**config.mk**
```make
export PLATFORM = sky130hd
export DESIGN_NAME = dense_layer_neuron_mac
export DESIGN_NICKNAME = d
export VERILOG_FILES = /design/src/dlnm_pkg.sv /design/src/dense_layer_neuron_mac.sv /design/src/dlnm_mult.sv /design/src/dlnm_acc.sv
export SDC_FILE = /design/constraint.sdc
export NUM_CORES = 2
export LEC_CHECK = 0
export ABC_AREA = 1
export BUFFER_PORTS_ARGS = -buffer_cell sky130_fd_sc_hd__buf_2
export CAP_MARGIN = 10
export CORE_ASPECT_RATIO = 0.7
export CORE_UTILIZATION = 30
export CTS_BUF_LIST = sky130_fd_sc_hd__clkbuf_16
export DETAILED_ROUTE_END_ITERATION = 10
export GPL_ROUTABILITY_DRIVEN = 1
export GPL_TIMING_DRIVEN = 1
export SLEW_MARGIN = 20
export SYNTH_ARGS = -nofsm -noshare
export SYNTH_HDL_FRONTEND = slang
export SYNTH_HIERARCHICAL = 1
export SYNTH_SLANG_ARGS = --single-unit
```
**constraint.sdc**
```tcl
create_clock -name clk -period 15.6 [get_ports clk]
set_input_delay 1.56 -clock clk [delete_from_list [all_inputs] [get_ports clk]]
set_output_delay 1.56 -clock clk [all_outputs]
set_load 0.02 [all_outputs]
```
**src/dlnm_pkg.sv**
```systemverilog
// Shared types and constants of the dense layer neuron MAC.
// No dependencies; every other file refers to it by scoped names.
package dlnm_pkg;

  localparam int DATA_W = 16;
  localparam int ACC_W = 32;
  localparam int SUM_W = ACC_W + 1;
  localparam int SHIFT_W = 4;
  localparam int IDX_W = 10;
  localparam int PORT_LANES = 4;
  localparam int LANE_COUNT_DEF = 4;
  localparam int MAX_NEURONS = 1024;
  localparam int MAX_NEURONS_W = 13;
  localparam int CFG_INDEX_W = 8;
  localparam int CFG_DATA_W = 8;

  localparam logic [SHIFT_W-1:0] FRAC_SHIFT_RST = 4'd8;
  localparam logic signed [SUM_W-1:0] SAT_HI = 33'sd32767;
  localparam logic signed [SUM_W-1:0] SAT_LO = -33'sd32768;
  localparam logic signed [DATA_W-1:0] OUT_HI = 16'sh7fff;
  localparam logic signed [DATA_W-1:0] OUT_LO = 16'sh8000;

  typedef enum logic [CFG_INDEX_W-1:0] {
    REG_FRAC_SHIFT  = 8'd0,
    REG_RELU_ENABLE = 8'd1
  } cfg_reg_t;

  typedef struct packed {
    logic signed [DATA_W-1:0] act_a;
    logic signed [DATA_W-1:0] act_b;
    logic signed [DATA_W-1:0] act_c;
    logic signed [DATA_W-1:0] act_d;
    logic signed [DATA_W-1:0] wt_a;
    logic signed [DATA_W-1:0] wt_b;
    logic signed [DATA_W-1:0] wt_c;
    logic signed [DATA_W-1:0] wt_d;
    logic signed [DATA_W-1:0] neuron_bias;
    logic                     row_end;
    logic                     layer_end;
  } item_t;

  typedef struct packed {
    logic signed [DATA_W-1:0] neuron_out;
    logic [IDX_W-1:0]         neuron_index;
    logic                     clipped;
    logic                     last_neuron;
  } result_t;

  typedef struct packed {
    logic signed [DATA_W-1:0] bias;
    logic                     row_end;
    logic                     layer_end;
  } prod_ctrl_t;

endpackage

```
**src/dense_layer_neuron_mac.sv**
```systemverilog
// Top level of the dense layer neuron MAC: configuration registers and the two stages.
// Depends on dlnm_pkg, dlnm_mult and dlnm_acc.
//
// Usage:
//   item channel (item_valid/item_ready/item) carries four activation and weight
//   pairs, the neuron bias and the row_end/layer_end marks.
//   result channel (result_valid/result_ready/result) carries one neuron per
//   row_end item: saturated output, its index, the clip flag and last_neuron.
//   cfg channel (cfg_valid/cfg_ready/cfg_index/cfg_data) writes frac_shift
//   (index 0) and relu_enable (index 1); cfg_ready is always high, other
//   indexes are ignored; write only while the block is idle.
// Timing:
//   an item is registered in the input register, its lane products in the
//   product register, and a row_end item then loads the result register.
//   One item is taken per cycle while item_ready is high; the accumulator loop
//   closes through the acc register so consecutive items need no spacing.
// Reset (rst, synchronous): clears the accumulator, the neuron index and all
//   valid flags; frac_shift returns to 8 and relu_enable to 0.
// Stall: while a result waits, items without row_end keep flowing; a row_end
//   item holds in the product stage and back-pressure reaches item_ready.
module dense_layer_neuron_mac #(
  parameter int LANE_COUNT = dlnm_pkg::LANE_COUNT_DEF
) (
  input  logic                               clk,
  input  logic                               rst,
  input  logic                               item_valid,
  output logic                               item_ready,
  input  dlnm_pkg::item_t                    item,
  output logic                               result_valid,
  input  logic                               result_ready,
  output dlnm_pkg::result_t                  result,
  input  logic                               cfg_valid,
  output logic                               cfg_ready,
  input  logic [dlnm_pkg::CFG_INDEX_W-1:0]   cfg_index,
  input  logic [dlnm_pkg::CFG_DATA_W-1:0]    cfg_data
);

  localparam int ActiveLanes = (LANE_COUNT < dlnm_pkg::PORT_LANES) ?
                               LANE_COUNT : dlnm_pkg::PORT_LANES;

  logic [dlnm_pkg::SHIFT_W-1:0]         frac_shift;
  logic                                 relu_enable;
  logic                                 prod_valid;
  logic                                 prod_ready;
  logic signed [dlnm_pkg::ACC_W-1:0]    prods [ActiveLanes];
  dlnm_pkg::prod_ctrl_t                 prod_ctrl;

  assign cfg_ready = 1'b1;

  always_ff @(posedge clk) begin
    if (rst) begin
      frac_shift  <= dlnm_pkg::FRAC_SHIFT_RST;
      relu_enable <= 1'b0;
    end else if (cfg_valid && cfg_ready) begin
      unique case (cfg_index)
        dlnm_pkg::REG_FRAC_SHIFT:  frac_shift  <= cfg_data[dlnm_pkg::SHIFT_W-1:0];
        dlnm_pkg::REG_RELU_ENABLE: relu_enable <= cfg_data[0];
        default: ;
      endcase
    end
  end

  dlnm_mult #(
    .LANE_COUNT (LANE_COUNT)
  ) u_mult (
    .clk        (clk),
    .rst        (rst),
    .item_valid (item_valid),
    .item_ready (item_ready),
    .item       (item),
    .prod_valid (prod_valid),
    .prod_ready (prod_ready),
    .prods      (prods),
    .prod_ctrl  (prod_ctrl)
  );

  dlnm_acc #(
    .ActiveLanes (ActiveLanes)
  ) u_acc (
    .clk          (clk),
    .rst          (rst),
    .frac_shift   (frac_shift),
    .relu_enable  (relu_enable),
    .prod_valid   (prod_valid),
    .prod_ready   (prod_ready),
    .prods        (prods),
    .prod_ctrl    (prod_ctrl),
    .result_valid (result_valid),
    .result_ready (result_ready),
    .result       (result)
  );

endmodule

```
**src/dlnm_mult.sv**
```systemverilog
// Input register and lane product register of the dense layer neuron MAC.
// Depends on dlnm_pkg.
module dlnm_mult #(
  parameter int LANE_COUNT = dlnm_pkg::LANE_COUNT_DEF,
  localparam int ActiveLanes = (LANE_COUNT < dlnm_pkg::PORT_LANES) ?
                               LANE_COUNT : dlnm_pkg::PORT_LANES
) (
  input  logic                                 clk,
  input  logic                                 rst,
  input  logic                                 item_valid,
  output logic                                 item_ready,
  input  dlnm_pkg::item_t                      item,
  output logic                                 prod_valid,
  input  logic                                 prod_ready,
  output logic signed [dlnm_pkg::ACC_W-1:0]    prods [ActiveLanes],
  output dlnm_pkg::prod_ctrl_t                 prod_ctrl
);

  logic                                 in_valid;
  dlnm_pkg::item_t                      in_item;
  logic                                 prod_free;
  logic signed [dlnm_pkg::DATA_W-1:0]   acts [dlnm_pkg::PORT_LANES];
  logic signed [dlnm_pkg::DATA_W-1:0]   wts [dlnm_pkg::PORT_LANES];
  logic signed [dlnm_pkg::ACC_W-1:0]    prods_next [ActiveLanes];

  assign prod_free  = !prod_valid || prod_ready;
  assign item_ready = !in_valid || prod_free;

  always_comb begin
    acts[0] = in_item.act_a;
    acts[1] = in_item.act_b;
    acts[2] = in_item.act_c;
    acts[3] = in_item.act_d;
    wts[0]  = in_item.wt_a;
    wts[1]  = in_item.wt_b;
    wts[2]  = in_item.wt_c;
    wts[3]  = in_item.wt_d;
    for (int l = 0; l < ActiveLanes; l++) begin
      prods_next[l] = acts[l] * wts[l];
    end
  end

  always_ff @(posedge clk) begin
    if (rst) begin
      in_valid <= 1'b0;
    end else if (item_ready) begin
      in_valid <= item_valid;
    end
    if (item_valid && item_ready) begin
      in_item <= item;
    end
  end

  always_ff @(posedge clk) begin
    if (rst) begin
      prod_valid <= 1'b0;
    end else if (prod_free) begin
      prod_valid <= in_valid;
    end
    if (prod_free && in_valid) begin
      prods               <= prods_next;
      prod_ctrl.bias      <= in_item.neuron_bias;
      prod_ctrl.row_end   <= in_item.row_end;
      prod_ctrl.layer_end <= in_item.layer_end;
    end
  end

endmodule

```
**src/dlnm_acc.sv**
```systemverilog
// Accumulator, row-end scaling, bias, saturation, ReLU and result register.
// Depends on dlnm_pkg.
module dlnm_acc #(
  parameter int ActiveLanes = dlnm_pkg::LANE_COUNT_DEF
) (
  input  logic                                 clk,
  input  logic                                 rst,
  input  logic [dlnm_pkg::SHIFT_W-1:0]         frac_shift,
  input  logic                                 relu_enable,
  input  logic                                 prod_valid,
  output logic                                 prod_ready,
  input  logic signed [dlnm_pkg::ACC_W-1:0]    prods [ActiveLanes],
  input  dlnm_pkg::prod_ctrl_t                 prod_ctrl,
  output logic                                 result_valid,
  input  logic                                 result_ready,
  output dlnm_pkg::result_t                    result
);

  logic [dlnm_pkg::ACC_W-1:0]           acc;
  logic [dlnm_pkg::ACC_W-1:0]           acc_sum;
  logic [dlnm_pkg::IDX_W-1:0]           counter;
  logic [dlnm_pkg::IDX_W-1:0]           counter_next;
  logic [dlnm_pkg::IDX_W:0]             counter_inc;
  logic signed [dlnm_pkg::ACC_W-1:0]    shifted;
  logic signed [dlnm_pkg::SUM_W-1:0]    biased;
  logic signed [dlnm_pkg::DATA_W-1:0]   sat_val;
  logic                                 sat_clip;
  logic signed [dlnm_pkg::DATA_W-1:0]   out_val;
  logic                                 take;
  logic                                 emit;

  assign prod_ready = !prod_ctrl.row_end || !result_valid || result_ready;
  assign take       = prod_valid && prod_ready;
  assign emit       = take && prod_ctrl.row_end;

  always_comb begin
    acc_sum = acc;
    for (int l = 0; l < ActiveLanes; l++) begin
      acc_sum = acc_sum + $unsigned(prods[l]);
    end
  end

  assign shifted = $signed(acc_sum) >>> frac_shift;
  assign biased  = dlnm_pkg::SUM_W'(shifted) + dlnm_pkg::SUM_W'(prod_ctrl.bias);

  always_comb begin
    if (biased > dlnm_pkg::SAT_HI) begin
      sat_val  = dlnm_pkg::OUT_HI;
      sat_clip = 1'b1;
    end else if (biased < dlnm_pkg::SAT_LO) begin
      sat_val  = dlnm_pkg::OUT_LO;
      sat_clip = 1'b1;
    end else begin
      sat_val  = biased[dlnm_pkg::DATA_W-1:0];
      sat_clip = 1'b0;
    end
    out_val = (relu_enable && sat_val < 0) ? '0 : sat_val;
  end

  always_comb begin
    counter_inc = {1'b0, counter} + 1'b1;
    if ({2'b00, counter_inc} >= dlnm_pkg::MAX_NEURONS_W'(dlnm_pkg::MAX_NEURONS)) begin
      counter_next = '0;
    end else begin
      counter_next = counter_inc[dlnm_pkg::IDX_W-1:0];
    end
  end

  always_ff @(posedge clk) begin
    if (rst) begin
      acc          <= '0;
      counter      <= '0;
      result_valid <= 1'b0;
    end else begin
      if (emit) begin
        result_valid <= 1'b1;
      end else if (result_ready) begin
        result_valid <= 1'b0;
      end
      if (take) begin
        if (prod_ctrl.row_end) begin
          acc     <= '0;
          counter <= prod_ctrl.layer_end ? '0 : counter_next;
        end else begin
          acc <= acc_sum;
        end
      end
    end
    if (emit) begin
      result.neuron_out   <= out_val;
      result.neuron_index <= counter;
      result.clipped      <= sat_clip;
      result.last_neuron  <= prod_ctrl.layer_end;
    end
  end

`ifndef NO_ASSERTIONS
  a_emit_loads_result: assert property (@(posedge clk) disable iff (rst)
    emit |=> result_valid)
    else $error("row end item did not load the result register");

  a_row_end_clears_acc: assert property (@(posedge clk) disable iff (rst)
    emit |=> acc == '0)
    else $error("accumulator not cleared after row end");

  a_layer_end_resets_index: assert property (@(posedge clk) disable iff (rst)
    emit && prod_ctrl.layer_end |=> counter == '0)
    else $error("neuron index not reset after layer end");

  a_clip_value: assert property (@(posedge clk) disable iff (rst)
    result_valid && result.clipped |->
      result.neuron_out == dlnm_pkg::OUT_HI || result.neuron_out == dlnm_pkg::OUT_LO ||
      result.neuron_out == '0)
    else $error("clipped result holds an unsaturated value");
`endif

endmodule
```
# After elaboration in Yosys (flattened, before gate mapping)
# Index checks and enable logic that the tools add are counted.
[totals]
wordCells = 71
regBits = 370
out_inout_bits = 31
[op_classes]
shifts = 1
n_reduce_logical = 18
n_mux = 8
n_eq_ne = 1
n_lt_le_gt_ge = 4
mul = 4
add_sub_neg = 6
[op_table]
columns = ["operator", "n"]
rows = [
  ["$add A32 B32 Y32", 4],
  ["$mul A16 B16 Y32", 4],
  ["$add A32 B16 Y33", 1],
  ["$gt A33 B16 Y1 const B", 1],
  ["$lt A33 B16 Y1 const B", 1],
  ["$mux W16", 2],
  ["$mux W32", 1],
  ["$sshr A32 B4 Y32", 1],
  ["$mux W10", 2],
  ["$lt A16 B1 Y1 const B", 1],
  ["$add A10 B1 Y11 const B", 1],
  ["$ge A11 B11 Y1 const B", 1],
  ["$eq A8 B1 Y1 const B", 1],
  ["$logic_not A8 Y1", 1],
  ["$reduce_and A2 Y1", 3],
  ["$logic_and A1 B1 Y1", 5],
  ["$logic_not A1 Y1", 4],
  ["$logic_or A1 B1 Y1", 4],
  ["$mux W1", 3],
  ["$reduce_bool A2 Y1", 1],
]

# Depth between registers and ports, before layout
[logic_depth]
ltp_word = 11
mapped_depth = 45

# Hierarchy
# Netlist, hierarchy kept.
[modules_own_cells]
columns = ["module", "cells_per_inst", "seq_area_each_um2", "n_inst", "area_each_um2"]
rows = [
  ["dlnm_mult", 6079, 8808.4, 1, 51873.5],
  ["dlnm_acc", 1852, 1701.6, 1, 11532.3],
  ["dense_layer_neuron_mac", 42, 100.1, 1, 286.5],
]

# Worst setup path after synthesis
# Ideal clock, no wire load.
[synth_timing]
path_type = "input -> register"
from = "input port result_ready"
to = "register u_mult/prod_ctrl[0] (netlist name)"
path_slack_ps = 6094
setup_time_ps = 699
cell_stages = 6
path_buffers = 0
arrival_time_ps = 8807
path_cell_list = "inv_1 -> nand2_1 -> inv_1 -> nand2_1 -> inv_1 -> a21oi_1"
[synth_via]
elab_chain_cells = 3
[synth_lines]
columns = ["item", "line", "text"]
rows = [
  ["from (decl)", "dense_layer_neuron_mac.sv:30", "input logic result_ready,"],
  ["$logic_or A1 B1 Y1", "dlnm_acc.sv:32", "assign prod_ready = !prod_ctrl.row_end || !result_valid || result_ready;"],
  ["net prod_ready", "dense_layer_neuron_mac.sv:44", "logic prod_ready;"],
  ["$logic_or A1 B1 Y1", "dlnm_mult.sv:26", "assign prod_free = !prod_valid || prod_ready;"],
  ["$logic_and A1 B1 Y1", "dlnm_mult.sv:60", "if (prod_free && in_valid) begin"],
]
# The timed path passes the listed nets, and every way through them passes these cells.
# A chain may end at the register's enable or synchronous reset.

# Worst setup path in the final report
[layout_timing]
from = "register u_mult/prods[35] in the netlist's numbering"
to = "register u_acc/result[16] (netlist name)"
[layout_via]
elab_chain_cells = 9
[layout_lines]
columns = ["item", "line", "text"]
rows = [
  ["from (decl)", "dlnm_mult.sv:15", "output logic signed [dlnm_pkg::ACC_W-1:0] prods [ActiveLanes],"],
  ["from (signal assigned)", "dlnm_mult.sv:61", "prods <= prods_next;"],
  ["$add A32 B32 Y32 (*) (2 in a row)", "dlnm_acc.sv:39", "acc_sum = acc_sum + $unsigned(prods[l]);"],
  ["$sshr A32 B4 Y32 (*)", "dlnm_acc.sv:43", "assign shifted = $signed(acc_sum) >>> frac_shift;"],
  ["$add A32 B16 Y33 (*)", "dlnm_acc.sv:44", "assign biased = dlnm_pkg::SUM_W'(shifted) + dlnm_pkg::SUM_W'(prod_ctrl.bias);"],
  ["$lt A33 B16 Y1", "dlnm_acc.sv:50", "end else if (biased < dlnm_pkg::SAT_LO) begin"],
  ["$mux W16", "dlnm_acc.sv:50", ""],
  ["$mux W16 (*)", "dlnm_acc.sv:47", "if (biased > dlnm_pkg::SAT_HI) begin"],
  ["$lt A16 B1 Y1", "dlnm_acc.sv:57", "out_val = (relu_enable && sat_val < 0) ? '0 : sat_val;"],
  ["$logic_and A1 B1 Y1", "dlnm_acc.sv:57", ""],
]
# Every way passes the cells marked *; elsewhere a longest branch is shown, timed or not.

==> summary.md <==
| Metric | Value |
|---|---|
| Core ar. | `between 200,000 and 250,000 um2` |
| Final hold viol count | `0` |
| Chip width | `552.7 um` |
| Post-CTS sizing | `0` |
| CP arrival | `7.62 ns` |
| Final #Nets | `approximately 9,700` |
| Initial Utilization | `0.3019` |
| Clock-pin slew on the worst setup and hold paths | `roughly 0.060 ns` |
| I/O pin count | `~200` |
| Post-route minimum period | `between 7 and 8 ns` |
| Synth Flop Type | `edfxtp_1` |
| Commonest cells after routing, fill and taps aside | `2,311 x inv_1, 2,101 x nand2_1, 1,141 x fa_1, 393 x ha_1, 320 x edfxtp_1` |
| Vias in the first global route | `about 50,000` |
| Dpl cells | `between 10,000 and 15,000` |
| Placer Congestion | `0.8991` |
| Site row count | `roughly 140` |
| Initial antenna violation count | `11` |
| Number of DRC markers in iteration 0 | `3,433` |
| RSZ-0062 raised after global routing | `no` |
| F_max | `roughly 140 MHz` |
| Grt total ovfl | `0` |
| Post-Syn Nets | `a little under 10,000` |
| Max H-tree Level | `2` |
| Worst Max-Slew Pin Slew | `slightly below 1 ns` |
| Reg-to-reg startpoint | `u_mult/prods[35]$_DFFE_PP_` |
| Max-cap violation count | `0` |
| Final Non-Filler Cells | `10,780` |
| Synth area leader | `fa_1` |
| Worst slew margin | `0.3580` |
| Slew Limit Fails | `0` |
| CP endpoint | `u_acc/result[16]$_SDFFCE_PP0P_` |
| Critical path's slowest cell | `fa_1` |
| Worst R2R End | `u_acc/result[16]$_SDFFCE_PP0P_` |
| Post-DP HPWL | `141,300 um` |
| YS warnings | `6` |
| Skew-Pair Late Insertion Delay | `between 0.6 and 0.7 ns` |
| Largest net degree at the start of global routing | `approximately 80` |
| Total wire length | `between 150,000 and 200,000 um` |
| Worst setup margin | `about 8.4 ns` |
| Worst hold path class | `register to register` |
| Share of cells above drive strength 1 | `0.06006` |
| Worst Path Required | `about 16 ns` |
| TNS Setup | `0 ns` |
| Cell Area, Synth | `63,690 um2` |
| Finish-stage setup viols | `0` |
| Antenna viol nets, final | `0` |
| Cell count after synthesis | `7,973` |
| Mean Syn Cell Area | `~8.0 um2` |
| CTS Hold Bufs | `0` |
| CTS root buf | `clkbuf_16` |
| Via Count | `approximately 48,000` |
| Clock sinks | `370` |
| Clk_skew | `0.04905 ns` |
| FFs w/ async S/R, synth | `0` |
| Syn-to-layout area delta | `8.225%` |
| Post-synth EDFFs | `320` |
| Placement Setup Slack | `8.176 ns` |
| Worst path bufs/invs | `4` |
| Global-route wire length before repair | `between 200,000 and 300,000 um` |
| Synth area leaders | `fa_1 36%, edfxtp_1 15%, inv_1 14%` |
| Num CTS Buffers | `47` |
| Cells on worst reg2reg path | `38` |
| Chip Height | `roughly 390 um` |
| Sequential area share after synthesis | `0.1666` |
| Outcome | `complete, no violations` |
| Worst-path fanout max | `16` |
| Ant diodes | `0` |
| Worst path most repeated cell | `nand2_1` |
| Critical path depth in cells | `38` |
| Crit path launch | `u_mult/prods[35]$_DFFE_PP_` |
| Synth top area share | `0.3586` |
| Crit Path Class | `register to register` |
| Die Area | `approximately 210,000 um2` |
| DR vias/cell | `~4.5` |
| TritonCTS clock tree | `built` |
| Setup Buffers After CTS | `0` |
| Clock buffer depth | `3` |
| CP peak stage delay | `0.51 ns` |
| R2r setup slk | `8.38 ns` |
| Port buffer count | `~190` |
| Synth cell types | `50` |
| # fillers | `~22,000` |
| CP Launch Type | `register` |
| Tcrit/Tclk final | `0.4628` |
| Commonest non-fill, non-tap cell in the layout | `inv_1` |
| Remaining DRCs | `0` |
| Total iterations of the first detailed-routing run | `6` |
| Crit. End Element | `register` |
| Wire per inst | `roughly 15 um` |
| Gr usage total | `0.1591` |
| Delay-heaviest family, CP | `adder cells` |
| Flops & latches, synth | `between 300 and 400` |
[worst register-to-register path, delay by kind of cell (launching register included)]
family / cells / cell delay, ns
adder cells (fa/ha/maj): 6 / 2.58
AND/OR/NAND/NOR: 21 / 2.19
AO/OA/AOI/OAI: 6 / 1.11
flip-flops: 1 / 0.44
XOR/XNOR: 1 / 0.43
buffers and inverters: 4 / 0.24
[registers in the layout (all words and copies together), names as in the netlist]
register            cells
u_acc/result_valid      1
u_acc/counter          10
frac_shift              4
u_mult/prod_ctrl       18
u_mult/prods          128
u_mult/in_item         82
u_mult/in_valid         1
u_acc/acc              32
u_acc/result           28
relu_enable             1
u_mult/prod_valid       1
u_mult/acts            64
[cells by family after synthesis]
kind of cell,Yosys count,share of synthesized area
other,1,0.00005888
flip-flops,370,0.1666
AND/OR/NAND/NOR,2959,0.1938
multiplexers,1,0.0001572
adder cells (fa/ha/maj),1534,0.4358
AO/OA/AOI/OAI,382,0.03308
buffers and inverters,2607,0.1541
XOR/XNOR,119,0.01636
[routing by layer]
metal  part of all wire  track usage  wire length [um]
met5            0.00030            0                50
met4              0.013      0.02433              2097
met3              0.065      0.02203             10780
met2               0.43       0.2429             71100
met1               0.49       0.2414             81830
[Yosys cell counts, drive strengths merged (18+ instances only)]
| cell type | count |
|---|---|
| nand3 | 318 |
| nand3b | 18 |
| xor2 | 106 |
| a21oi | 229 |
| buf | 20 |
| nor2 | 321 |
| o21bai | 25 |
| edfxtp | 320 |
| inv | 2334 |
| clkbuf | 250 |
| nor3 | 44 |
| nand4 | 56 |
| o21ai | 92 |
| dfxtp | 50 |
| fa | 1141 |
| ha | 393 |
| nand2 | 2161 |
[through the flow]
step / hold slack, ns / util / instance area (um2)
floorplan: 0.4003 / - / 63690
CTS: 0.4300 / 0.3267 / 68930
global placement: 0.4033 / 0.3184 / 67190
global route: 0.4344 / 0.3267 / 68930
finish: 0.4251 / 0.3267 / 68930
detailed placement: 0.4154 / 0.3184 / 67190
[area by class of cell]
| class | instances | area (um2) | share of cell area |
|---|---|---|---|
| Inverter | 2337 | 8777 | 0.1273 |
| Clock inverter | 41 | 564.3 | 0.008186 |
| Timing Repair Buffer | 201 | 1028 | 0.01492 |
| Sequential cell | 370 | 10610 | 0.1540 |
| Multi-Input combinational cell | 4996 | 43280 | 0.6279 |
| Clock buffer | 47 | 1176 | 0.01706 |
| Tap cell | 2788 | 3488 | 0.05061 |
[worst min path at each step]
stage	start	endpoint	slack [ns]	cells past startpoint
detailed placement	u_mult/in_item[7]$_DFFE_PP_	u_mult/prod_ctrl[7]$_DFFE_PP_	0.42	0
CTS	u_mult/in_item[7]$_DFFE_PP_	u_mult/prod_ctrl[7]$_DFFE_PP_	0.43	0
finish	u_mult/in_item[7]$_DFFE_PP_	u_mult/prod_ctrl[7]$_DFFE_PP_	0.43	0
global placement	u_mult/in_item[6]$_DFFE_PP_	u_mult/prod_ctrl[6]$_DFFE_PP_	0.40	0
global route	u_mult/in_item[1]$_DFFE_PP_	u_mult/prod_ctrl[1]$_DFFE_PP_	0.43	0
floorplan	u_mult/in_item[0]$_DFFE_PP_	u_mult/prod_ctrl[0]$_DFFE_PP_	0.40	0
Power is not shown: default switching activity piles up to over one toggle a cycle in this logic, so the estimate is an artifact.
